## src/design/beq_pkg.sv

```systemverilog
// ----------------------------------------------------------------------------
// beq_pkg: shared types and constants for the byte escape quoter
// Item classes, queue entry layout and the escape tables.
// ----------------------------------------------------------------------------
package beq_pkg;

    typedef enum logic [1:0] {
        KIND_PLAIN = 2'd0,
        KIND_CTL   = 2'd1,
        KIND_ESC   = 2'd2,
        KIND_HEX   = 2'd3
    } beq_kind_t;

    typedef struct packed {
        beq_kind_t   kind;
        logic [7:0]  data;
        logic        last;
        logic        err;
    } beq_entry_t;

    localparam logic       REG_DELIM_LOW  = 1'b0;
    localparam logic       REG_DELIM_HIGH = 1'b1;
    localparam logic [7:0] CHR_BSLASH     = 8'h5c;
    localparam logic [7:0] CHR_ZERO       = 8'h30;
    localparam logic [7:0] CHR_X          = 8'h78;
    localparam logic [7:0] CHR_A          = 8'h61;

    function automatic logic is_plain(input int unsigned c);
        logic p;
        p = (c >= 32) && (c <= 126);
        if (c >= 48 && c <= 57) p = 1'b0;
        if (c >= 97 && c <= 102) p = 1'b0;
        if (c == 110 || c == 114 || c == 116 || c == 118 || c == 120 || c == 92) p = 1'b0;
        return p;
    endfunction

    function automatic logic [127:0] plain_map();
        logic [127:0] m;
        m = '0;
        for (int i = 0; i < 128; i++) begin
            m[i] = is_plain(i);
        end
        return m;
    endfunction

    localparam logic [127:0] PLAIN_MAP = plain_map();

    function automatic logic [7:0] ctl_letter(input logic [2:0] i);
        logic [7:0] r;
        case (i)
            3'd0:    r = 8'h61; // a
            3'd1:    r = 8'h62; // b
            3'd2:    r = 8'h74; // t
            3'd3:    r = 8'h6e; // n
            3'd4:    r = 8'h76; // v
            3'd5:    r = 8'h66; // f
            3'd6:    r = 8'h72; // r
            default: r = 8'h61;
        endcase
        return r;
    endfunction

    function automatic logic [7:0] hex_digit(input logic [3:0] v);
        logic [7:0] r;
        if (v < 4'd10) r = CHR_ZERO + {4'd0, v};
        else           r = CHR_A + {4'd0, v} - 8'd10;
        return r;
    endfunction

    function automatic logic [2:0] seq_len(input beq_kind_t k);
        logic [2:0] n;
        case (k)
            KIND_PLAIN: n = 3'd1;
            KIND_CTL:   n = 3'd2;
            KIND_ESC:   n = 3'd2;
            KIND_HEX:   n = 3'd5;
            default:    n = 3'd1;
        endcase
        return n;
    endfunction

    function automatic logic [7:0] seq_byte(input beq_kind_t k, input logic [7:0] c,
                                            input logic [2:0] idx);
        logic [7:0] r;
        logic [3:0] off;
        off = c[3:0] - 4'd7;
        r = CHR_BSLASH;
        case (k)
            KIND_PLAIN: r = c;
            KIND_CTL:   r = (idx == 3'd0) ? CHR_BSLASH : ctl_letter(off[2:0]);
            KIND_ESC:   r = (idx == 3'd0) ? CHR_BSLASH : c;
            KIND_HEX: begin
                case (idx)
                    3'd0:    r = CHR_BSLASH;
                    3'd1:    r = CHR_ZERO;
                    3'd2:    r = CHR_X;
                    3'd3:    r = hex_digit(c[7:4]);
                    default: r = hex_digit(c[3:0]);
                endcase
            end
            default:    r = c;
        endcase
        return r;
    endfunction

endpackage

```

## src/design/beq_front.sv

```systemverilog
// ----------------------------------------------------------------------------
// beq_front: delimiter registers and input classification
// Holds the delimiter masks and sorts each incoming byte into an escape class.
// ----------------------------------------------------------------------------
module beq_front (
    input  logic                aclk,
    input  logic                aresetn,
    input  logic                cfg_wr_en,
    input  logic                cfg_addr,
    input  logic [63:0]         cfg_wdata,
    input  logic [7:0]          in_byte,
    input  logic                in_end,
    output beq_pkg::beq_entry_t entry
);
    import beq_pkg::*;

    logic [63:0]  mask_low_reg;
    logic [63:0]  mask_high_reg;
    logic [127:0] mask;
    logic         err;
    logic         is_delim;

    always_ff @(posedge aclk) begin
        if (!aresetn) begin
            mask_low_reg  <= '0;
            mask_high_reg <= '0;
        end else if (cfg_wr_en) begin
            if (cfg_addr == REG_DELIM_LOW)  mask_low_reg  <= cfg_wdata;
            if (cfg_addr == REG_DELIM_HIGH) mask_high_reg <= cfg_wdata;
        end
    end

    always_comb begin
        mask     = {mask_high_reg, mask_low_reg};
        err      = |(mask & ~PLAIN_MAP);
        is_delim = !in_byte[7] && PLAIN_MAP[in_byte[6:0]] && mask[in_byte[6:0]];
        entry.data = in_byte;
        entry.last = in_end;
        entry.err  = err;
        if (in_byte >= 8'd7 && in_byte <= 8'd13)
            entry.kind = KIND_CTL;
        else if (in_byte == CHR_BSLASH || is_delim)
            entry.kind = KIND_ESC;
        else if (in_byte < 8'd32 || in_byte >= 8'd127)
            entry.kind = KIND_HEX;
        else
            entry.kind = KIND_PLAIN;
    end

endmodule

```

## src/design/beq_fifo.sv

```systemverilog
// ----------------------------------------------------------------------------
// beq_fifo: classified item queue
// Short register queue between the classifier and the output sequencer.
// ----------------------------------------------------------------------------
module beq_fifo #(
    parameter int DEPTH = 4
) (
    input  logic                aclk,
    input  logic                aresetn,
    input  logic                push,
    input  beq_pkg::beq_entry_t push_entry,
    output logic                not_full,
    input  logic                pop,
    output beq_pkg::beq_entry_t head,
    output logic                not_empty
);
    import beq_pkg::*;

    localparam int AW = (DEPTH > 1) ? $clog2(DEPTH) : 1;
    localparam int CW = $clog2(DEPTH + 1);

    beq_entry_t      mem_reg [DEPTH];
    logic [AW-1:0]   wr_ptr_reg;
    logic [AW-1:0]   rd_ptr_reg;
    logic [CW-1:0]   count_reg;

    assign not_full  = (count_reg != CW'(DEPTH));
    assign not_empty = (count_reg != '0);
    assign head      = mem_reg[rd_ptr_reg];

    always_ff @(posedge aclk) begin
        if (push) mem_reg[wr_ptr_reg] <= push_entry;
    end

    always_ff @(posedge aclk) begin
        if (!aresetn) begin
            wr_ptr_reg <= '0;
            rd_ptr_reg <= '0;
            count_reg  <= '0;
        end else begin
            if (push)
                wr_ptr_reg <= (wr_ptr_reg == AW'(DEPTH - 1)) ? '0 : wr_ptr_reg + 1'b1;
            if (pop)
                rd_ptr_reg <= (rd_ptr_reg == AW'(DEPTH - 1)) ? '0 : rd_ptr_reg + 1'b1;
            if (push && !pop)      count_reg <= count_reg + 1'b1;
            else if (pop && !push) count_reg <= count_reg - 1'b1;
        end
    end

endmodule

```

## src/design/beq_back.sv

```systemverilog
// ----------------------------------------------------------------------------
// beq_back: escape sequence emitter
// Walks the current item's escape sequence into the output register, one
// byte per cycle while the output register is empty or m_tready is high.
// ----------------------------------------------------------------------------
module beq_back (
    input  logic                aclk,
    input  logic                aresetn,
    input  beq_pkg::beq_entry_t head,
    input  logic                head_valid,
    output logic                pop,
    output logic                m_tvalid,
    input  logic                m_tready,
    output logic [7:0]          m_tdata,
    output logic                m_tlast,
    output logic [1:0]          m_tuser
);
    import beq_pkg::*;

    beq_entry_t  cur_reg;
    logic        cur_valid_reg;
    logic [2:0]  idx_reg;
    logic        out_valid_reg;
    logic [7:0]  out_data_reg;
    logic        out_last_reg;
    logic        out_done_reg;
    logic        out_err_reg;

    logic        cur_final;
    logic        load_out;
    logic        advance;

    always_comb begin
        cur_final = (idx_reg == seq_len(cur_reg.kind) - 3'd1);
        load_out  = !out_valid_reg || m_tready;
        advance   = cur_valid_reg && load_out;
        pop       = head_valid && (!cur_valid_reg || (advance && cur_final));
    end

    always_ff @(posedge aclk) begin
        if (!aresetn) begin
            cur_valid_reg <= 1'b0;
            idx_reg       <= '0;
            out_valid_reg <= 1'b0;
        end else begin
            if (advance)       out_valid_reg <= 1'b1;
            else if (m_tready) out_valid_reg <= 1'b0;

            if (pop) begin
                cur_valid_reg <= 1'b1;
                idx_reg       <= '0;
            end else if (advance && cur_final) begin
                cur_valid_reg <= 1'b0;
            end else if (advance) begin
                idx_reg <= idx_reg + 3'd1;
            end
        end
    end

    always_ff @(posedge aclk) begin
        if (pop) cur_reg <= head;
        if (advance) begin
            out_data_reg <= seq_byte(cur_reg.kind, cur_reg.data, idx_reg);
            out_last_reg <= cur_final;
            out_done_reg <= cur_final && cur_reg.last;
            out_err_reg  <= cur_reg.err;
        end
    end

    assign m_tvalid = out_valid_reg;
    assign m_tdata  = out_data_reg;
    assign m_tlast  = out_last_reg;
    assign m_tuser  = {out_err_reg, out_done_reg};

endmodule

```

## src/design/byte_escape_quoter.sv

```systemverilog
// Path: an input byte passes the item queue, current-item and output registers.
// Throughput: one output byte per cycle while m_tready is high; an input byte
// yields 1, 2 or 5 bytes (plain, two-byte escape, hex escape) from the sequencer.
// The input queue keeps accepting while not full, also while the sequencer works or is stalled.
// Reset (aresetn low, synchronous): clears delimiter masks, queue and output.
// ----------------------------------------------------------------------------
// byte_escape_quoter: backslash escape encoder, top level
// Classifier, item queue and sequence emitter on stream interfaces.
// ----------------------------------------------------------------------------
module byte_escape_quoter #(
    parameter int FIFO_DEPTH = 4
) (
    input  logic        aclk,
    input  logic        aresetn,
    input  logic        cfg_wr_en,
    input  logic        cfg_addr,
    input  logic [63:0] cfg_wdata,
    input  logic        s_tvalid,
    output logic        s_tready,
    input  logic [7:0]  s_tdata,   // [7:0] in_byte
    input  logic        s_tlast,   // string_end
    output logic        m_tvalid,
    input  logic        m_tready,
    output logic [7:0]  m_tdata,   // [7:0] out_byte
    output logic        m_tlast,   // run_last
    output logic [1:0]  m_tuser    // [0] string_done, [1] delim_error
);
    import beq_pkg::*;

    beq_entry_t in_entry;
    beq_entry_t head;
    logic       not_full;
    logic       not_empty;
    logic       pop;
    logic       push;

    assign s_tready = not_full;
    assign push     = s_tvalid && not_full;

    beq_front u_front (
        .aclk      (aclk),
        .aresetn   (aresetn),
        .cfg_wr_en (cfg_wr_en),
        .cfg_addr  (cfg_addr),
        .cfg_wdata (cfg_wdata),
        .in_byte   (s_tdata),
        .in_end    (s_tlast),
        .entry     (in_entry)
    );

    beq_fifo #(
        .DEPTH (FIFO_DEPTH)
    ) u_fifo (
        .aclk       (aclk),
        .aresetn    (aresetn),
        .push       (push),
        .push_entry (in_entry),
        .not_full   (not_full),
        .pop        (pop),
        .head       (head),
        .not_empty  (not_empty)
    );

    beq_back u_back (
        .aclk       (aclk),
        .aresetn    (aresetn),
        .head       (head),
        .head_valid (not_empty),
        .pop        (pop),
        .m_tvalid   (m_tvalid),
        .m_tready   (m_tready),
        .m_tdata    (m_tdata),
        .m_tlast    (m_tlast),
        .m_tuser    (m_tuser)
    );

    a_done_is_last: assert property (@(posedge aclk) disable iff (!aresetn)
        m_tvalid && m_tuser[0] |-> m_tlast)
        else $error("string_done without run_last");

    a_run_continues: assert property (@(posedge aclk) disable iff (!aresetn)
        m_tvalid && m_tready && !m_tlast |=> m_tvalid)
        else $error("gap inside an escape sequence");

    a_reset_idle: assert property (@(posedge aclk)
        !aresetn |=> !m_tvalid)
        else $error("output valid right after reset");

endmodule
```

## config.mk

```make
export PLATFORM = sky130hd
export DESIGN_NAME = byte_escape_quoter
export DESIGN_NICKNAME = d
export VERILOG_FILES = /design/src/design/beq_pkg.sv /design/src/design/beq_front.sv /design/src/design/beq_fifo.sv /design/src/design/beq_back.sv /design/src/design/byte_escape_quoter.sv
export SDC_FILE = /design/constraint.sdc
export NUM_CORES = 1
export LEC_CHECK = 0
export BUFFER_PORTS_ARGS = -buffer_cell sky130_fd_sc_hd__buf_2
export CORE_MARGIN = 1.5
export CORE_UTILIZATION = 35
export DETAILED_ROUTE_END_ITERATION = 8
export HOLD_SLACK_MARGIN = 0.12
export PLACE_DENSITY = 0.58
export RECOVER_POWER = 100
export SETUP_SLACK_MARGIN = 0.15
export SLEW_MARGIN = 20
export SYNTH_ARGS = -nofsm -noshare
export SYNTH_HDL_FRONTEND = slang
export SYNTH_HIERARCHICAL = 1
export SYNTH_SLANG_ARGS = --single-unit
```

## constraint.sdc

```tcl
create_clock -name aclk -period 4.13 [get_ports aclk]
set_input_delay 0 -clock aclk [delete_from_list [all_inputs] [get_ports aclk]]
set_output_delay 0 -clock aclk [all_outputs]
set_load 0.005 [all_outputs]
```

==> impl_metrics.tcl <==
set metrics [dict create \
    powerDensity_nw_per_um2 511 \
    cp_num_buf_inv 4 \
    wl_per_cell_um 16.5 \
    utilization_pct 43.5 \
    grt.overflow.total 0 \
    worst_skew_pair.late_latency_ps 520 \
    nFillCells 2741 \
    crit_path_cell_trace "inv_1 -> ha_1 -> or3_1 -> a211oi_1 -> nor2_1 -> o21ai_0 -> and2_0 -> buf_4 -> inv_1 -> ha_1 -> inv_1 -> fa_1 -> xor2_1 -> or3_1 -> a21boi_0" \
    crit_family "simple AND/OR/NAND/NOR gates" \
    numCtsBuffers 24 \
    fin_tns_setup_ps 0 \
    cts_buffer_depth 3 \
    synth_area_leaders "dfxtp_1, edfxtp_1, nand2_1, a21boi_0, mux2i_1" \
    die-height_um 173 \
    post-route-period-util_pct 82.1 \
    path_clk_slew_ps 60 \
    pwr-share-comb_pct 24.9 \
    drc_errors 0 \
    path_max_fanout 15 \
    start_util_pct 35.9 \
    fp.dieW_um 173 \
    synth_top_flop_cell "dfxtp_1" \
    start_kind "flip-flop" \
    switching_share_pct 30.3 \
    worstMarginPinSlew_ps 3180 \
    syn_inst 1004 \
    max_stage_delay_ps 380 \
    avgSynthCellArea_um2 10.0 \
    final_common_cell "nand2_1" \
    via_per_inst 5.04 \
    synth-edff-count 71 \
    gp_congestion 0.883 \
    syn_to_final_growth_pct 21.3 \
    dp_slack_ps 895 \
    postCtsHoldBufs 86 \
    ys_seq_area_share_pct 49.4 \
    antenna_found_initial 0 \
    slowest_stage "edfxtp_1" \
    vias 7735 \
    yosys.area.top_type "dfxtp_1" \
    layout_min_cycle_time_ps 3390 \
    p_seq_share_pct 43.9 \
    syn_nets 1105 \
    violations "capacitance limit, slew limit" \
    core_um2 28100 \
    placed_cells 1408 \
    synth_cell_types 60 \
    clock.fmax_mhz 295 \
    ios 92 \
    post_cts_buffers 0 \
    stdcell_count 1534 \
    ir_worst_vdd_v 0.000279 \
    cp_common_cell "inv_1" \
    maxSlewViolCount 117 \
    antennaDiodeCount 0 \
    dieArea_um2 29800 \
    async_flop_share_pct 0 \
    mostFrequentLayoutCells "nand2_1, dfxtp_1, a21boi_0" \
    grt_pass1_wl_um 41400 \
    grt_pass1_vias 7764 \
    crit_path_end_kind "flip-flop" \
    synthDominantCellAreaShare_pct 28.2 \
    ys_ff_latch 213 \
    p_sw_w 0.00189 \
    drive_gt1_share_pct 12.5 \
    clock_sinks 213 \
    ant_nets 0 \
    power_leakage_nw 4.53 \
    seqCellArea_um2 4970 \
    cts_root_buf "clkbuf_16" \
    portBuffers 91 \
    nets 1243 \
    grt_max_degree 86 \
    routed_wl_um 25300 \
    fp-row-count 61 \
    tritoncts "yes" \
    grt_util_all_layers_pct 16.9 \
    status "complete, but fails checks" \
    internal-power_w 0.00435 \
    setup_viol 0 \
    power_w 0.00625 \
    htreeDepth 1 \
    crit_arrival_ps 3820 \
    hp-class "input port to flip-flop" \
    clkPwrFrac_pct 31.1 \
    slew_headroom_pct -112 \
    drv_cap 2 \
    hold_violations 0 \
    path_class "flip-flop to flip-flop" \
    multi_input_area_um2 4620 \
    skew_ps 18.6 \
    required_ps 4560 \
    drt_first_pass_iters 7 \
    drt_first_iter_violations 601 \
    post_cts_resized 0 \
    fin_ws_ps 738 \
    syn-cell-area_um2 10100 \
    hpwl_um 16600 \
    ys_warn_count 6 \
    rsz0062_at_grt "false" \
]
## worst register-to-register path, cell delays in order (launching register included)
cell and delay [ps]:
edfxtp_1 380, inv_1 70, ha_1 330, or3_1 320, a211oi_1 340, nor2_1 150
o21ai_0 220, and2_0 160, buf_4 220, inv_1 90, ha_1 210, inv_1 80
fa_1 190, xor2_1 90, or3_1 300, a21boi_0 160
## cells in the mapped netlist, types with 5 or more instances
cell type    n
edfxtp_1    71
nor3_1       8
dfxtp_1    142
buf_4       15
a211oi_1     5
nor2b_1     12
mux4_2      16
a31oi_1      5
nor2_1      13
inv_1       24
or3_1        5
nor4_1      17
ha_1        21
o21ai_0     14
a21oi_1     11
and2_1      10
buf_6        5
nand3_1     12
mux4_1       8
mux2i_1     51
a21boi_0   130
nand2b_1     5
a22oi_1     17
nand2_1    274
clkbuf_1    43
nand4_1      6
## power by group through the flow
| stage | Combinational [W] | Sequential, W | Clock [W] |
|---|---|---|---|
| global placement | 0.00150 | 0.00279 | 0 |
| finish | 0.00156 | 0.00274 | 0.00194 |
| detailed placement | 0.00152 | 0.00279 | 0 |
| global route | 0.00174 | 0.00279 | 0.00209 |
| floorplan | 0.00119 | 0.00269 | 0 |
| CTS | 0.00159 | 0.00275 | 0.00199 |
## logic make-up after synthesis
logic type / share of synthesized area (%)
simple gates: 16.1
compound gates: 15.8
flops: 49.4
buf+inv: 4.71
mux: 10.7
fa+ha+maj: 2.81
xor+xnor: 0.435
## path summary, 6_finish.rpt
kind | from | endpoint | slack [ps] | depth (start not counted)
worst min-delay path | cfg_wdata[35] | u_front/mask_low_reg[35]$_SDFFE_PN0P_ | 290 | 4
worst min register to register | u_front/mask_low_reg[37]$_SDFFE_PN0P_ | u_front/mask_low_reg[37]$_SDFFE_PN0P_ | 460 | 2
worst max register to register | u_back/cur_reg[10]$_DFFE_PP_ | u_fifo/count_reg[2]$_SDFFE_PN0P_ | 740 | 15
worst max-delay path | u_back/cur_reg[10]$_DFFE_PP_ | u_fifo/count_reg[2]$_SDFFE_PN0P_ | 740 | 15
## layout make-up
cell class	instances	share of cell area, %
clock buffer	34	5.56
clock inverter	6	0.235
inverter	25	0.767
multi-input combinational	693	37.8
sequential	213	40.7
tap	378	3.87
timing repair buffer	185	11.1
## metrics by stage
stage,area (um2),hold slack [ps]
3_5_place_dp,10700,236
6_report,12200,290
5_1_grt,12200,291
3_3_place_gp,10700,224
2_1_floorplan,10100,118
4_1_cts,12300,258
## per-layer routing
layer  global-route usage [%]  part of all wire (%)  vias up
li1                         -                     -     3812
met1                     22.4                    45     3729
met2                     29.3                    49      163
met3                     2.35                   4.0       31
met4                     4.13                   1.8        0
met5                        0                     0        -
(Power assumes the default switching activity.)
